<file path="config.mk">
export PLATFORM = sky130hd
export DESIGN_NAME = dht_front
export DESIGN_NICKNAME = d
export VERILOG_FILES = /design/src/sv/dht_pkg.sv /design/src/sv/dht_front.sv
export SDC_FILE = /design/constraint.sdc
export NUM_CORES = 1
export LEC_CHECK = 0
export BUFFER_PORTS_ARGS = -buffer_cell sky130_fd_sc_hd__buf_2
export CELL_PAD_IN_SITES_DETAIL_PLACEMENT = 1
export CELL_PAD_IN_SITES_GLOBAL_PLACEMENT = 1
export CORE_ASPECT_RATIO = 2
export CORE_MARGIN = 2
export CORE_UTILIZATION = 27
export DETAILED_ROUTE_END_ITERATION = 7
export GPL_TIMING_DRIVEN = 0
export PLACE_DENSITY = 0.55
export REMOVE_ABC_BUFFERS = 1
export SLEW_MARGIN = 40
export SYNTH_ARGS = -nofsm -noshare
export SYNTH_HDL_FRONTEND = slang
export SYNTH_SLANG_ARGS = --single-unit
</file>
<file path="constraint.sdc">
create_clock -name clk -period 11.7 [get_ports clk]
set_input_delay 1.755 -clock clk [delete_from_list [all_inputs] [get_ports clk]]
set_output_delay 1.755 -clock clk [all_outputs]
set_load 0.005 [all_outputs]
</file>
<file path="src/sv/dht_pkg.sv">
`timescale 1ns / 1ps
`default_nettype none
package dht_pkg;
  localparam int TableSlots = 223;
  localparam int SlotBits = 8;
  localparam int KeyBits = 16;
  localparam int PayloadBits = 16;
  localparam int StatusBits = 3;
  localparam int StepBase = 7;

  typedef logic [SlotBits-1:0] slot_idx_t;
  typedef logic [KeyBits-1:0] key_t;
  typedef logic [PayloadBits-1:0] payload_t;

  typedef enum logic [0:0] {
    FUNC_INSERT = 1'b0,
    FUNC_LOOKUP = 1'b1
  } func_t;

  typedef enum logic [StatusBits-1:0] {
    ST_INSERTED  = 3'd0,
    ST_DUPLICATE = 3'd1,
    ST_FOUND     = 3'd2,
    ST_NOT_FOUND = 3'd3,
    ST_FULL      = 3'd4
  } status_t;

  // Classified request handed from front to back.
  typedef struct packed {
    func_t     func;
    key_t      key;
    payload_t  payload;
    slot_idx_t home;
    logic [2:0] step;
  } req_t;

  typedef struct packed {
    status_t   status;
    slot_idx_t slot;
    payload_t  found_payload;
  } resp_t;

  typedef enum logic [2:0] {
    BK_IDLE,
    BK_READ,
    BK_CHECK,
    BK_OUT
  } bk_state_t;
endpackage
`default_nettype wire

</file>
<file path="src/sv/dht_front.sv">
`timescale 1ns / 1ps
`default_nettype none
// Accepts requests, computes home slot and probe step, queues them (2 deep).
module dht_front (
  input  wire logic           clk,
  input  wire logic           rst_n,
  input  wire logic           in_valid,
  output logic                in_ready,
  input  wire dht_pkg::func_t   in_func,
  input  wire dht_pkg::key_t    in_key,
  input  wire dht_pkg::payload_t in_payload,
  output logic                q_valid,
  input  wire logic           q_ready,
  output dht_pkg::req_t       q_req
);
  dht_pkg::req_t q_mem_r [2];
  logic          wr_ptr_r, rd_ptr_r;
  logic [1:0]    cnt_r;
  dht_pkg::req_t req_new;
  logic          push, pop;

  // mod 223 via small combinational fold: 16-bit key = hi*256+lo, 256 = 223+33
  logic [15:0] k;
  logic [14:0] f1;   // hi*33 + lo, <= 8670
  logic [13:0] f2;   // fold again
  logic [8:0]  f3;
  logic [7:0]  home;
  logic [2:0]  m7;
  logic [16:0] s7;

  always_comb begin
    k    = in_key;
    f1   = 15'(k[15:8]) * 15'd33 + 15'(k[7:0]);
    f2   = 14'(f1[14:8]) * 14'd33 + 14'(f1[7:0]);
    f3   = 9'(f2[13:8]) * 9'd33 + 9'(f2[7:0]);
    // f3 < 511: subtract 223 up to twice
    if (f3 >= 9'd446)      home = 8'(f3 - 9'd446);
    else if (f3 >= 9'd223) home = 8'(f3 - 9'd223);
    else                   home = f3[7:0];
    // mod 7: 8 == 1 mod 7, sum octal digits
    s7 = 17'(k[2:0]) + 17'(k[5:3]) + 17'(k[8:6]) + 17'(k[11:9]) + 17'(k[14:12])
       + 17'(k[15]);
    s7 = 17'(s7[2:0]) + 17'(s7[5:3]);
    s7 = 17'(s7[2:0]) + 17'(s7[5:3]);
    m7 = (s7[2:0] == 3'd7) ? 3'd0 : s7[2:0];
    req_new.func    = in_func;
    req_new.key     = in_key;
    req_new.payload = in_payload;
    req_new.home    = home;
    req_new.step    = 3'(dht_pkg::StepBase) - m7;
  end

  assign in_ready = (cnt_r != 2'd2);
  assign push     = in_valid && in_ready;
  assign q_valid  = (cnt_r != 2'd0);
  assign pop      = q_valid && q_ready;
  assign q_req    = q_mem_r[rd_ptr_r];

  always_ff @(posedge clk) begin
    if (push) q_mem_r[wr_ptr_r] <= req_new;
    if (!rst_n) begin
      wr_ptr_r <= 1'b0;
      rd_ptr_r <= 1'b0;
      cnt_r    <= 2'd0;
    end else begin
      if (push) wr_ptr_r <= ~wr_ptr_r;
      if (pop)  rd_ptr_r <= ~rd_ptr_r;
      cnt_r <= cnt_r + 2'(push) - 2'(pop);
    end
  end
endmodule
`default_nettype wire

</file>
# ---- After elaboration in Yosys (flattened, before gate mapping)
# Memory sizes are Yosys's and may differ from the RTL's. A register that Yosys moved wholly into a read port is not among the register bits.
# Cells that the tools add are included.
dict set report op_classes {
  n_eq_ne 2
  magnitude_cmp 2
  addsub 15
  n_mux 7
  n_mul 3
  n_bitwise 2
  n_reduce_logical 3
}
# op n
set op_table {}
lappend op_table {{$mux 8} 2}
lappend op_table {{$sub 8x8->8 const B} 2}
lappend op_table {{$add 14x8->15} 1}
lappend op_table {{$add 13x8->14} 1}
lappend op_table {{$mul 8x6->14 const B} 1}
lappend op_table {{$mul 7x6->13 const B} 1}
lappend op_table {{$add 9x8->9} 1}
lappend op_table {{$ge 9x8->1 const B} 1}
lappend op_table {{$ge 9x9->1 const B} 1}
lappend op_table {{$mul 6x6->9 const B} 1}
lappend op_table {{$add 3x3->4} 2}
lappend op_table {{$add 5x3->6} 1}
lappend op_table {{$add 6x1->6} 1}
lappend op_table {{$add 6x3->6} 1}
lappend op_table {{$add 4x3->5} 1}
lappend op_table {{$mux 1} 4}
lappend op_table {{$add 3x1->3} 1}
lappend op_table {{$eq 3x3->1 const B} 1}
lappend op_table {{$mux 3} 1}
lappend op_table {{$sub 3x3->3 const A} 1}
lappend op_table {{$add 2x1->2} 1}
lappend op_table {{$logic_and 1x1->1} 2}
lappend op_table {{$ne 2x2->1 const B} 1}
lappend op_table {{$not 1->1} 2}
lappend op_table {{2 further kinds} 2}
dict set report totals {
  mem_count 1
  word_cells 38
  input_bits 37
  ramBits 88
  reg_bits 4
}
# memory depth word_bits rd rd_ports_with_merged_regs wr line
set mem_list {}
lappend mem_list {q_mem_r 2 44 1 1 1 dht_front.sv:16} ;# dht_pkg::req_t q_mem_r [2];

# ---- Depth between registers and ports, before layout
# Gate-level depths: netlist of run 1.
dict set report logic_depth {
  ltp_word 10
  depth_mapped 32
  mapped_depth_nobuf 32
}

# ---- Worst setup path before layout of run 1
# No wires, ideal clock.
dict set report synth_path {
  kind {input to register}
  from {input port in_key[10]}
  to {memory q_mem_r[0][8] (netlist bit) (data pin)}
  path_buffers 2
  setup_ns 0.266
  stages 31
  path_slack_ns 3.029
  arrival_time_ns 8.404
  path_cell_list {ha_1 ha_1 fa_1 ha_1 a211oi_1 o211ai_1 a31o_2 a21o_1 xor2_1 ha_1 ha_1 a21o_1 a21oi_1 o21bai_1 a21oi_1 o21bai_1 a31oi_1 nor2b_1 xor2_1 ha_1 ha_1 a211oi_2 o21bai_1 a221oi_2 xnor2_1 or4_4 buf_6 a221oi_2 buf_6 mux2i_1 xnor2_1}
}
dict set report synth_between {
  elab_chain_cells 9
  word_cells_on_any_way 12
  cone_classes {add/sub: 5; mul: 3; order compare: 2; mux: 2}
}
# item line
set synth_rtl {}
lappend synth_rtl {{from (decl)} dht_front.sv:10} ;# input wire dht_pkg::key_t in_key,
lappend synth_rtl {{$mul 8x6->14 *} dht_front.sv:33} ;# f1 = 15'(k[15:8]) * 15'd33 + 15'(k[7:0]);
lappend synth_rtl {{$add 14x8->15 *} dht_front.sv:33}
lappend synth_rtl {{$mul 7x6->13} dht_front.sv:34} ;# f2 = 14'(f1[14:8]) * 14'd33 + 14'(f1[7:0]);
lappend synth_rtl {{$add 13x8->14 *} dht_front.sv:34}
lappend synth_rtl {{$mul 6x6->9} dht_front.sv:35} ;# f3 = 9'(f2[13:8]) * 9'd33 + 9'(f2[7:0]);
lappend synth_rtl {{$add 9x8->9 *} dht_front.sv:35}
lappend synth_rtl {{$sub 8x8->8 / $ge 9x8->1 (equally long branches)} dht_front.sv:38} ;# else if (f3 >= 9'd223) home = 8'(f3 - 9'd223);
lappend synth_rtl {{$mux 8} dht_front.sv:38}
lappend synth_rtl {{$mux 8 *} dht_front.sv:37} ;# if (f3 >= 9'd446) home = 8'(f3 - 9'd446);
lappend synth_rtl {{via home[5]} dht_front.sv:27} ;# logic [7:0] home;
lappend synth_rtl {{to (decl)} dht_front.sv:16}
# The timed path passes the listed nets; every way through them passes the cells marked *.

# ---- Worst setup path after layout of run 1
dict set report layout_path {
  from {input port in_key[10]}
  to {memory q_mem_r[0][7] (netlist bit) (data pin)}
}
# The elaborated chain is that of the path after synthesis.

==> metrics.log, run 1 <==
[metrics] Netlist Area Pre-Place: 0.00576 mm^2
[metrics] crit share post-route: 0.809
[metrics] total global routing overflow: 0
[metrics] Setup crit end kind: register
[metrics] Reg2Reg Capture Point: cnt_r[1]
[metrics] critical path capture point: q_mem_r[0][7]
[metrics] Placement Cell Area: 0.00657 mm^2
[metrics] met1 usage in global routing: 0.116
[metrics] Final Routed Wirelength: around 14 mm
[metrics] arrival time at the worst endpoint: about 9.6 ns
[metrics] CTS sink cnt: 93
[metrics] cell type of the slowest stage on the worst timing path: sky130_fd_sc_hd__or4_4
[metrics] worst setup slack after placement: about 1.6 ns
[metrics] I/O pins: 83
[metrics] first-pass GRT wire length: around 22 mm
[metrics] clock-pin slew reported for the worst setup and hold paths after clock tree synthesis: ~0.060 ns
[metrics] Total GRT Usage: 0.127
[metrics] Clk Latency, worst-skew pair: around 0.35 ns
[metrics] CTS tree: done
[metrics] count of buffers from port buffering: slightly above 80
[metrics] detail-routed via count per cell: approximately 4.7
[metrics] Final TNS setup: 0 ns
[metrics] post-detailed-route wirelength per cell: roughly 17 um
[metrics] initial antenna violation count: 0
[metrics] path type of the worst setup path: in -> reg
[metrics] number of enable-type register cells in the synthesized netlist: 88
[metrics] RR Startpoint: cnt_r[1]
[metrics] critical hold path startpoint: rd_ptr_r
[metrics] register-to-register setup slack: ~9.8 ns
[metrics] Die Outline Area: between 0.02 and 0.025 mm^2
[metrics] actual transition at the worst max-transition pin: about 0.65 ns
[metrics] buffers inserted during post-CTS setup optimization: 0
[metrics] FF-to-FF path depth: 8
[metrics] gp weighted congestion: about 0.77
[metrics] Top cell by count, worst path: sky130_fd_sc_hd__ha_1
[metrics] Worst path max stage delay: around 0.57 ns
[metrics] die span in x: roughly 110 um
[metrics] core area: roughly 0.021 mm^2
[metrics] number of antenna diodes: 0
[metrics] maximum clock frequency: 106 MHz
[metrics] number of failing setup endpoints in the final timing report: 0
[metrics] Syn. warnings: 0
[metrics] worst setup path startpoint: in_key[10]
[metrics] number of endpoints with negative hold slack in the final report: 0
[metrics] HPWL Detailed: 11.0 mm
[metrics] clock tree root driver cell: sky130_fd_sc_hd__clkbuf_16
[metrics] post-cts repair resize count: 0
[metrics] grt met2 use: 0.256
[metrics] effective utilization at floorplan: 0.275
[metrics] fin area: between 0.006 and 0.007 mm^2
[metrics] share of async-settable or async-resettable flops after synthesis: 0
[metrics] share of post-route cells with drive strength above 1: 0.299
[metrics] number of CTS-inserted buffers: 9
[metrics] number of synthesized register bits: between 90 and 100
[metrics] Fillers: 2,281
[metrics] worst min path class: reg -> reg
[metrics] Max-Slew Margin vs Limit: 0.564
[metrics] number of nets in the finished design: around 650
[metrics] DR iter-0 viols: 110
[metrics] pin count of the biggest net entering global routing: 28
[metrics] Syn Inst Count: about 440
[metrics] Detailed Routing Iterations Pass 1: 4
[metrics] number of distinct standard cells referenced by the synthesized netlist: between 40 and 50
[metrics] Setup Skew: 0.00455 ns
[metrics] worst setup margin: around 2.2 ns
[metrics] antenna-violating nets left: 0
[metrics] required time worst endpoint: 11.78 ns
[metrics] maximum buffer depth of the clock tree: 2
[metrics] CP startpoint kind: primary input
[metrics] maximum level of the CTS H-tree: 3
[metrics] die height: 210 um
[metrics] vias in the first global route: 4,267
[metrics] row cnt: 75
[metrics] final max-slew violation count: 0
[metrics] ys flop type: sky130_fd_sc_hd__edfxtp_1
[metrics] final routed DRC violation total: 0
[metrics] number of maximum-capacitance violations: 0
[metrics] GR Util met3: 0.0220
[metrics] average instance area after synthesis: about 13 um^2
[metrics] status: complete, no violations
[metrics] register area share after synthesis: 0.477
[metrics] busiest layer in global routing: met2
[metrics] unrepaired setup endpoints after global routing: no
[metrics] min cycle time layout: 9.46 ns
[metrics] CP Max Fanout: 9
[metrics] vias: between 3,000 and 4,000
[metrics] quantity of hold-fixing buffers added after cts: 0
[metrics] area overhead of the layout relative to synthesis: 20.3%
[metrics] worst hold stages: 2
cell usage in the layout (no fill, tap or decap), types with 5 or more instances in the layout:
cell type,n
sky130_fd_sc_hd__inv_1,27
sky130_fd_sc_hd__a31oi_1,6
sky130_fd_sc_hd__nand2b_1,5
sky130_fd_sc_hd__clkbuf_16,9
sky130_fd_sc_hd__xnor2_1,25
sky130_fd_sc_hd__a21oi_1,13
sky130_fd_sc_hd__a21o_1,11
sky130_fd_sc_hd__o21a_1,5
sky130_fd_sc_hd__edfxtp_1,88
sky130_fd_sc_hd__o21ai_0,8
sky130_fd_sc_hd__o211ai_1,6
sky130_fd_sc_hd__ha_1,70
sky130_fd_sc_hd__xor2_1,9
sky130_fd_sc_hd__fa_1,15
sky130_fd_sc_hd__a211oi_1,5
sky130_fd_sc_hd__nor2_1,15
sky130_fd_sc_hd__nand2_1,17
sky130_fd_sc_hd__buf_2,83
sky130_fd_sc_hd__mux2_2,44
sky130_fd_sc_hd__nor2b_1,6
sky130_fd_sc_hd__nor3_1,5
synthesized netlist by cell type, types with 6 or more instances:
cell,number,area [um^2]
sky130_fd_sc_hd__edfxtp_1,88,2640
sky130_fd_sc_hd__ha_1,70,876
sky130_fd_sc_hd__mux2_2,44,495
sky130_fd_sc_hd__inv_1,27,101
sky130_fd_sc_hd__xnor2_1,25,219
sky130_fd_sc_hd__nand2_1,17,63.8
sky130_fd_sc_hd__nor2_1,16,60.1
sky130_fd_sc_hd__fa_1,15,300
sky130_fd_sc_hd__a21oi_1,13,65.1
sky130_fd_sc_hd__a21o_1,11,82.6
sky130_fd_sc_hd__xor2_1,9,78.8
sky130_fd_sc_hd__o21ai_0,8,40.0
sky130_fd_sc_hd__a31oi_1,6,37.5
sky130_fd_sc_hd__nor2b_1,6,37.5
sky130_fd_sc_hd__o211ai_1,6,45.0
worst max-delay path: cells and delay by family:
kind | cells | cell delay, ns
multiplexers | 1 | 0.21
buffers and inverters | 2 | 0.44
XOR/XNOR | 3 | 0.59
AO/OA/AOI/OAI | 14 | 3.04
adder cells (fa/ha/maj) | 8 | 2.73
AND/OR/NAND/NOR | 3 | 0.75
layout make-up:
cell class | count | area (um^2) | share of cell area
clock buffer | 9 | 225 | 0.0325
inverter | 27 | 101 | 0.0146
tap | 269 | 337 | 0.0486
multi-input combinational | 308 | 2880 | 0.416
timing repair buffer | 87 | 510 | 0.0737
sequential | 93 | 2750 | 0.396
clock inverter | 7 | 123 | 0.0177
how the worst min path moves through the flow:
| stage | to | slack [ns] |
|---|---|---|
| 2_1_floorplan | register | 0.50 |
| 3_3_place_gp | register | 0.52 |
| 3_5_place_dp | register | 0.54 |
| 4_1_cts | register | 0.56 |
| 5_1_grt | register | 0.60 |
| 6_report | register | 0.55 |
cells by family after synthesis:
group | synth area share
AO/OA/AOI/OAI | 0.0874
buffers and inverters | 0.0254
flip-flops | 0.477
AND/OR/NAND/NOR | 0.0633
adder cells (fa/ha/maj) | 0.204
XOR/XNOR | 0.0517
multiplexers | 0.0913
sequential cells by signal (all words and copies together), names as in the netlist, named ones only:
signal    cells
rd_ptr_r      1
q_mem_r      88
cnt_r         2
wr_ptr_r      1
metal layers:
metal	up-vias	wire length (um)	part of all wire
met3	20	416	0.031
met1	1866	4560	0.34
li1	1802	-	-
met4	0	446	0.033
met5	-	0	0
met2	58	8190	0.60
per-stage QoR:
stage | hold WS (ns) | cells | utilization
finish | 0.554 | 800 | 0.331
global route | 0.598 | 800 | 0.331
CTS | 0.561 | 799 | 0.331
detailed placement | 0.541 | 783 | 0.314
global placement | 0.522 | 779 | 0.309
floorplan | 0.504 | 428 | -
Power of run 1 is left out: the tool's default activity adds up to more than one toggle a clock period on the data nets, which glitch-free logic cannot reach.
==> run 2: changes to the inputs <==
ABC_AREA = 1   (was default)
PLACE_DENSITY = 0.56   (was 0.55)
clock period = 8.95 ns   (was 11.7 ns; I/O delays follow)
==> metrics.log, run 2 <==
[metrics] actual transition at the worst max-transition pin: 0.622 ns (was 0.650 ns)
[metrics] CP Max Fanout: 8 (was 9)
[metrics] number of endpoints with negative hold slack in the final report: 0 (unchanged)
[metrics] cell type of the slowest stage on the worst timing path: sky130_fd_sc_hd__o211ai_1 (was sky130_fd_sc_hd__or4_4)
[metrics] area of combinational cells with multiple inputs: 0.00307 mm^2 (was 0.00288 mm^2)
[metrics] post-detailed-route wirelength per cell: 16.3 um (was 17.0 um)
[metrics] Netlist Area Pre-Place: 0.00602 mm^2 (was 0.00576 mm^2)
[metrics] maximum level of the CTS H-tree: 3 (unchanged)
[metrics] register bank with the most flops: q_mem_r (unchanged)
[metrics] maximum buffer depth of the clock tree: 2 (unchanged)
[metrics] Worst path max stage delay: 0.53 ns (was 0.57 ns)
[metrics] compound-cell area share of the yosys netlist: 0.0457 (was 0.0874)
[metrics] total global routing overflow: 0 (unchanged)
[metrics] gp weighted congestion: 0.809 (was 0.766)
[metrics] critical path capture point: q_mem_r[1][4] (was q_mem_r[0][7])
[metrics] Setup Skew: 0.00673 ns (was 0.00455 ns)
[metrics] area overhead of the layout relative to synthesis: 20.0% (was 20.3%)
[metrics] worst setup path startpoint: in_key[10] (unchanged)
[metrics] combinational family with the most area after synthesis: adder cells (unchanged)
[metrics] Total GRT Usage: 0.131 (was 0.127)
[metrics] antenna-violating nets left: 0 (unchanged)
[metrics] average instance area after synthesis: 11.6 um^2 (was 13.2 um^2)
[metrics] Fillers: 2,446 (was 2,281)
[metrics] number of nets in the finished design: 732 (was 648)
[metrics] status: complete, no violations (unchanged)
[metrics] fin area: 0.00722 mm^2 (was 0.00693 mm^2)
[metrics] Syn Inst Count: 519 (was 436)
[metrics] worst hold stages: 1 (was 2)
[metrics] number of synthesized register bits: 93 (unchanged)
[metrics] number of maximum-capacitance violations: 0 (unchanged)
[metrics] vias in the first global route: 4,595 (was 4,267)
[metrics] worst min path class: reg -> reg (unchanged)
[metrics] final max-slew violation count: 0 (unchanged)
[metrics] leading cell types by total area after synthesis: sky130_fd_sc_hd__edfxtp_1 44%, sky130_fd_sc_hd__ha_1 15%, sky130_fd_sc_hd__mux2_2 8.2% (was sky130_fd_sc_hd__edfxtp_1 46%, sky130_fd_sc_hd__ha_1 15%, sky130_fd_sc_hd__mux2_2 8.6%)
[metrics] final routed DRC violation total: 0 (unchanged)
[metrics] die span in x: 110 um (was 107 um)
[metrics] maximum clock frequency: 120 MHz
[metrics] quantity of hold-fixing buffers added after cts: 0 (unchanged)
[metrics] number of distinct standard cells referenced by the synthesized netlist: 37 (was 44)
[metrics] Setup crit end kind: register (unchanged)
[metrics] number of CTS-inserted buffers: 9 (unchanged)
[metrics] largest registers: q_mem_r (88), cnt_r (2) (unchanged)
[metrics] clock-pin slew reported for the worst setup and hold paths after clock tree synthesis: 0.07 ns (was 0.06 ns)
[metrics] share of post-route cells with drive strength above 1: 0.289 (was 0.299)
[metrics] initial antenna violation count: 2 (was 0)
[metrics] arrival time at the worst endpoint: 8.47 ns (was 9.55 ns)
[metrics] min cycle time layout: between 8 and 9 ns
[metrics] HPWL Detailed: 11.9 mm (was 11.0 mm)
[metrics] leading cell types in the layout, fill and taps excluded: 88 x sky130_fd_sc_hd__nand2_1, 88 x sky130_fd_sc_hd__edfxtp_1, 82 x sky130_fd_sc_hd__buf_2 (was 88 x sky130_fd_sc_hd__edfxtp_1, 83 x sky130_fd_sc_hd__buf_2, 70 x sky130_fd_sc_hd__ha_1)
[metrics] crit share post-route: 0.934
[metrics] cell type contributing the most total cell area after synthesis: sky130_fd_sc_hd__edfxtp_1 (unchanged)
[metrics] unrepaired setup endpoints after global routing: no (unchanged)
[metrics] count of buffers from port buffering: 82 (unchanged)
[metrics] max FFs per register: 88 (unchanged)
[metrics] first-pass GRT wire length: 23.3 mm (was 21.6 mm)
[metrics] CTS tree: done (unchanged)
[metrics] DR iter-0 viols: 103 (was 110)
[metrics] Syn. warnings: 0 (unchanged)
[metrics] Max-Slew Margin vs Limit: 0.584 (was 0.564)
[metrics] CP startpoint kind: primary input (unchanged)
[metrics] vias: 4,062 (was 3,746)
[metrics] share of async-settable or async-resettable flops after synthesis: 0 (unchanged)
[metrics] ys flop type: sky130_fd_sc_hd__edfxtp_1 (unchanged)
[metrics] area fraction in and, or, nand and nor cells after synthesis: 0.129 (was 0.0633)
[metrics] post-synthesis xor/xnor area fraction: 0.0532 (was 0.0517)
[metrics] Placement Cell Area: 0.00689 mm^2 (was 0.00657 mm^2)
[metrics] adder and majority cell fraction of the synthesized area: 0.195 (was 0.204)
[metrics] Die Outline Area: 0.0236 mm^2 (was 0.0226 mm^2)
[metrics] effective utilization at floorplan: 0.274 (was 0.275)
[metrics] I/O pins: 83 (unchanged)
[metrics] Detailed Routing Iterations Pass 1: 4 (unchanged)
[metrics] WHS: 0.465 ns (was 0.554 ns)
[metrics] row cnt: 77 (was 75)
[metrics] path type of the worst setup path: in -> reg (unchanged)
[metrics] Final TNS setup: 0 ns (unchanged)
[metrics] RR Startpoint: cnt_r[0] (was cnt_r[1])
[metrics] sequential cell area: 0.00275 mm^2 (unchanged)
[metrics] share of the synthesized area in the top cell type: 0.439 (was 0.459)
[metrics] FF-to-FF path depth: 6 (was 8)
[metrics] number of enable-type register cells in the synthesized netlist: 88 (unchanged)
[metrics] proportion of synthesized area in mux cells: 0.0823 (was 0.0913)
[metrics] number of failing setup endpoints in the final timing report: 0 (unchanged)
[metrics] die height: 215 um (was 210 um)
[metrics] required time worst endpoint: 9.06 ns (was 11.78 ns)
[metrics] pin count of the biggest net entering global routing: 41 (was 28)
[metrics] Final Routed Wirelength: 14.5 mm (was 13.6 mm)
[metrics] register-to-register setup slack: 7.06 ns (was 9.82 ns)
[metrics] Reg2Reg Capture Point: q_mem_r[0][13] (was cnt_r[1])
[metrics] clock tree root driver cell: sky130_fd_sc_hd__clkbuf_16 (unchanged)
[metrics] Top cell by count, worst path: sky130_fd_sc_hd__ha_1 (unchanged)
[metrics] core area: 0.0220 mm^2 (was 0.0209 mm^2)
[metrics] register area share after synthesis: 0.455 (was 0.477)
[metrics] Clk Latency, worst-skew pair: 0.35 ns (about the same)
[metrics] top cell types by occurrence after synthesis: 88 x sky130_fd_sc_hd__edfxtp_1, 88 x sky130_fd_sc_hd__nand2_1, 70 x sky130_fd_sc_hd__ha_1, 53 x sky130_fd_sc_hd__inv_1, 44 x sky130_fd_sc_hd__mux2_2 (was 88 x sky130_fd_sc_hd__edfxtp_1, 70 x sky130_fd_sc_hd__ha_1, 44 x sky130_fd_sc_hd__mux2_2, 27 x sky130_fd_sc_hd__inv_1, 25 x sky130_fd_sc_hd__xnor2_1)
[metrics] CTS sink cnt: 93 (unchanged)
[metrics] detail-routed via count per cell: 4.55 (was 4.68)
==> run 2: cell types whose count changed in the layout (fill, tap and decap cells not counted), sizes merged, moves of 5 or more <==
cell    delta
a21oi     +11
a211oi     -5
inv       +28
and3       -5
xor2      +13
nor2b      -6
o21a       -5
a21o       -8
nand3     +30
and2       -6
nand2b     -5
nand2     +80
xnor2     -13
==> run 2: what timing repair did <==
item | in CTS | in global routing
setup buffers | 0 | 0
resized for setup | 0 | 1
endpoints found under the setup margin | 0 | 4
==> run 2: worst max-delay path: cells and delay by family <==
kind / cells / cell delay [ns]
AO/OA/AOI/OAI: 1 / 0.53
XOR/XNOR: 2 / 0.64
adder cells (fa/ha/maj): 12 / 3.84
buffers and inverters: 6 / 0.53
AND/OR/NAND/NOR: 13 / 1.56
==> run 2: stage by stage <==
| step | instances | setup slack, ns | utilization |
|---|---|---|---|
| after floorplan | 512 | 1.47 | - |
| after global placement | 870 | 0.167 | 0.307 |
| after detailed placement | 875 | 0.0530 | 0.313 |
| after CTS | 891 | 0.401 | 0.328 |
| after global routing | 893 | 0.104 | 0.329 |
| final | 893 | 0.591 | 0.329 |
==> run 2: how the worst min path moves through the flow <==
stage,start,endpoint,slack (ns)
finish,rd_ptr_r,rd_ptr_r,0.46
global route,rd_ptr_r,register,0.50
CTS,rd_ptr_r,rd_ptr_r,0.47
detailed placement,rd_ptr_r,register,0.45
global placement,rd_ptr_r,register,0.43
floorplan,rd_ptr_r,register,0.43
==> run 2: logic make-up after synthesis <==
logic type | count (synthesis)
flops | 93
simple gates | 158
xor+xnor | 34
mux | 44
buf+inv | 62
compound gates | 43
fa+ha+maj | 85
==> run 2: routing by layer <==
metal  share of wire  up-vias  GRT usage
met1            0.33     1994      0.114
li1                -     1993          -
met3           0.025       14     0.0176
met4           0.021        0     0.0582
met2            0.63       61      0.273
met5               0        -          0
==> run 2: layout make-up <==
| class | count | share of cell area |
|---|---|---|
| inverters | 55 | 0.0286 |
| well taps | 276 | 0.0478 |
| clock buffers | 9 | 0.0312 |
| repair buffers | 87 | 0.0731 |
| flip-flops and latches | 93 | 0.380 |
| diodes | 2 | 0.000693 |
| clock inverters | 7 | 0.0135 |
| multi-input cells | 364 | 0.425 |
Power of run 2 is left out for the same reason.
==> run 3: changes to the inputs <==
ABC_AREA = default   (was 1)
PLACE_DENSITY = 0.55   (was 0.56)
==> metrics.log, run 3 (same netlist as run 1, synthesis figures left out) <==
[metrics] status: complete, no violations (unchanged)
[metrics] share of post-route cells with drive strength above 1: 0.329 (was 0.289)
[metrics] CTS tree: done (unchanged)
[metrics] post-detailed-route wirelength per cell: 17.2 um (was 16.3 um)
[metrics] CP Max Fanout: 5 (was 8)
[metrics] antenna-violating nets left: 0 (unchanged)
[metrics] DR iter-0 viols: 102 (was 103)
[metrics] critical hold path startpoint: rd_ptr_r (unchanged)
[metrics] Reg2Reg Capture Point: cnt_r[1] (was q_mem_r[0][13])
[metrics] kind of cell adding the most delay to the critical path: compound AO/OA/AOI/OAI gates (was adder cells)
[metrics] Max-Slew Margin vs Limit: 0.507 (was 0.584)
[metrics] Die Outline Area: 0.0226 mm^2 (was 0.0236 mm^2)
[metrics] RR Startpoint: cnt_r[1] (was cnt_r[0])
[metrics] Top cell by count, worst path: sky130_fd_sc_hd__ha_1 (unchanged)
[metrics] clock-pin slew reported for the worst setup and hold paths after clock tree synthesis: 0.07 ns (about the same)
[metrics] final max-slew violation count: 0 (unchanged)
[metrics] crit share post-route: 0.965 (was 0.934)
[metrics] effective utilization at floorplan: 0.275 (was 0.274)
[metrics] Detailed Routing Iterations Pass 1: 4 (unchanged)
[metrics] area overhead of the layout relative to synthesis: 23.6% (was 20.0%)
[metrics] maximum buffer depth of the clock tree: 2 (unchanged)
[metrics] arrival time at the worst endpoint: 8.72 ns (was 8.47 ns)
[metrics] number of antenna diodes: 0 (was 2)
[metrics] gp weighted congestion: 0.766 (was 0.809)
[metrics] commonest non-fill, non-tap cell in the layout: sky130_fd_sc_hd__edfxtp_1
[metrics] dpl cells: 783 (was 875)
[metrics] number of failing setup endpoints in the final timing report: 0 (unchanged)
[metrics] number of maximum-capacitance violations: 0 (unchanged)
[metrics] I/O pins: 83 (unchanged)
[metrics] required time worst endpoint: 9.04 ns (was 9.06 ns)
[metrics] register-to-register setup slack: 7.07 ns (was 7.06 ns)
[metrics] clock tree root driver cell: sky130_fd_sc_hd__clkbuf_16 (unchanged)
[metrics] HPWL Detailed: 11.0 mm (was 11.9 mm)
[metrics] FF-to-FF path depth: 8 (was 6)
[metrics] number of nets in the finished design: 655 (was 732)
[metrics] row cnt: 75 (was 77)
[metrics] initial antenna violation count: 0 (was 2)
[metrics] largest registers: q_mem_r (88), cnt_r (2) (unchanged)
[metrics] cell type of the slowest stage on the worst timing path: sky130_fd_sc_hd__or4_4 (was sky130_fd_sc_hd__o211ai_1)
[metrics] actual transition at the worst max-transition pin: 0.735 ns (was 0.622 ns)
[metrics] maximum clock frequency: 116 MHz (was 120 MHz)
[metrics] Clk Latency, worst-skew pair: 0.35 ns (about the same)
[metrics] max FFs per register: 88 (unchanged)
[metrics] first-pass GRT wire length: 21.6 mm (was 23.3 mm)
[metrics] die height: 210 um (was 215 um)
[metrics] CP startpoint kind: primary input (unchanged)
[metrics] path type of the worst setup path: in -> reg (unchanged)
[metrics] pin count of the biggest net entering global routing: 28 (was 41)
[metrics] maximum level of the CTS H-tree: 3 (unchanged)
[metrics] die span in x: 107 um (was 110 um)
[metrics] vias in the first global route: 4,279 (was 4,595)
[metrics] Fillers: 2,270 (was 2,446)
[metrics] total global routing overflow: 0 (unchanged)
[metrics] final routed DRC violation total: 0 (unchanged)
[metrics] leading cell types in the layout, fill and taps excluded: 88 x sky130_fd_sc_hd__edfxtp_1, 81 x sky130_fd_sc_hd__buf_2, 68 x sky130_fd_sc_hd__ha_1 (was 88 x sky130_fd_sc_hd__nand2_1, 88 x sky130_fd_sc_hd__edfxtp_1, 82 x sky130_fd_sc_hd__buf_2)
[metrics] count of buffers from port buffering: 82 (unchanged)
[metrics] worst min path class: reg -> reg (unchanged)
[metrics] number of buffers and inverters on the critical path: 3 (was 6)
[metrics] Setup crit end kind: register (unchanged)
[metrics] CTS sink cnt: 93 (unchanged)
[metrics] Worst path max stage delay: 0.59 ns (was 0.53 ns)
[metrics] Total GRT Usage: 0.128 (was 0.131)
[metrics] worst hold stages: 2 (was 1)
[metrics] detail-routed via count per cell: 4.70 (was 4.55)
[metrics] core area: 0.0209 mm^2 (was 0.0220 mm^2)
[metrics] filler-free cell count of the finished design: 807 (was 893)
[metrics] register bank with the most flops: q_mem_r (unchanged)
[metrics] vias: 3,793 (was 4,062)
[metrics] min cycle time layout: 8.63 ns (was 8.36 ns)
[metrics] Final Routed Wirelength: 13.9 mm (was 14.5 mm)
[metrics] quantity of hold-fixing buffers added after cts: 0 (unchanged)
[metrics] number of endpoints with negative hold slack in the final report: 0 (unchanged)
[metrics] Setup Skew: 0.00489 ns (was 0.00673 ns)
[metrics] number of CTS-inserted buffers: 9 (unchanged)
[run 3: worst register-to-register path, cell delays in order (launching register included)]
cell                      delay (ns)
sky130_fd_sc_hd__dfxtp_1        0.33
sky130_fd_sc_hd__or2_2          0.31
sky130_fd_sc_hd__and2_1         0.20
sky130_fd_sc_hd__ha_1           0.28
sky130_fd_sc_hd__inv_1          0.05
sky130_fd_sc_hd__ha_1           0.18
sky130_fd_sc_hd__xnor2_1        0.13
sky130_fd_sc_hd__xnor2_1        0.13
sky130_fd_sc_hd__and2_1         0.16
[run 3: area by class of cell]
| class | count | area, um^2 | share of cell area |
|---|---|---|---|
| multi-input cells | 308 | 2980 | 0.419 |
| flip-flops and latches | 93 | 2750 | 0.386 |
| repair buffers | 94 | 598 | 0.0841 |
| well taps | 269 | 337 | 0.0473 |
| clock buffers | 9 | 225 | 0.0317 |
| clock inverters | 7 | 123 | 0.0172 |
| inverters | 27 | 101 | 0.0143 |
[run 3: worst max-delay path by stage]
stage | from | to | cells after the start
6_report | in_key[10] | q_mem_r[0][3] | 32
3_3_place_gp | in_key[10] | q_mem_r[0][8] | 30
2_1_floorplan | in_key[10] | q_mem_r[0][8] | 29
5_1_grt | in_key[10] | q_mem_r[1][8] | 31
3_5_place_dp | in_key[10] | q_mem_r[0][6] | 30
4_1_cts | in_key[10] | q_mem_r[0][9] | 31
[run 3: repair_timing]
item	4_1_cts	5_1_grt
pin swaps	1	11
gates cloned	0	1
gates resized for setup	3	15
buffers inserted	1	6
setup endpoints to repair	14	16
[run 3: metal layers]
| metal | vias to the layer above | track usage | routed length (um) |
|---|---|---|---|
| met3 | 20 | 0.0220 | 415 |
| met5 | - | 0 | 0 |
| met2 | 61 | 0.257 | 8380 |
| li1 | 1819 | - | - |
| met1 | 1893 | 0.117 | 4650 |
| met4 | 0 | 0.0636 | 453 |
[run 3: per-stage QoR]
| step | TNS [ns] | hold WS, ns | util | setup WS [ns] | area [um^2] |
|---|---|---|---|---|---|
| final | 0 | 0.554 | 0.340 | 0.317 | 7110 |
| after global routing | -0.140 | 0.598 | 0.340 | -0.0287 | 7110 |
| after CTS | 0 | 0.561 | 0.333 | 0.0485 | 6970 |
| after detailed placement | -9.63 | 0.541 | 0.314 | -0.737 | 6570 |
| after global placement | -7.94 | 0.522 | 0.309 | -0.623 | 6460 |
| after floorplan | 0 | 0.504 | - | 0.538 | 5710 |
Power of run 3 is left out for the same reason.
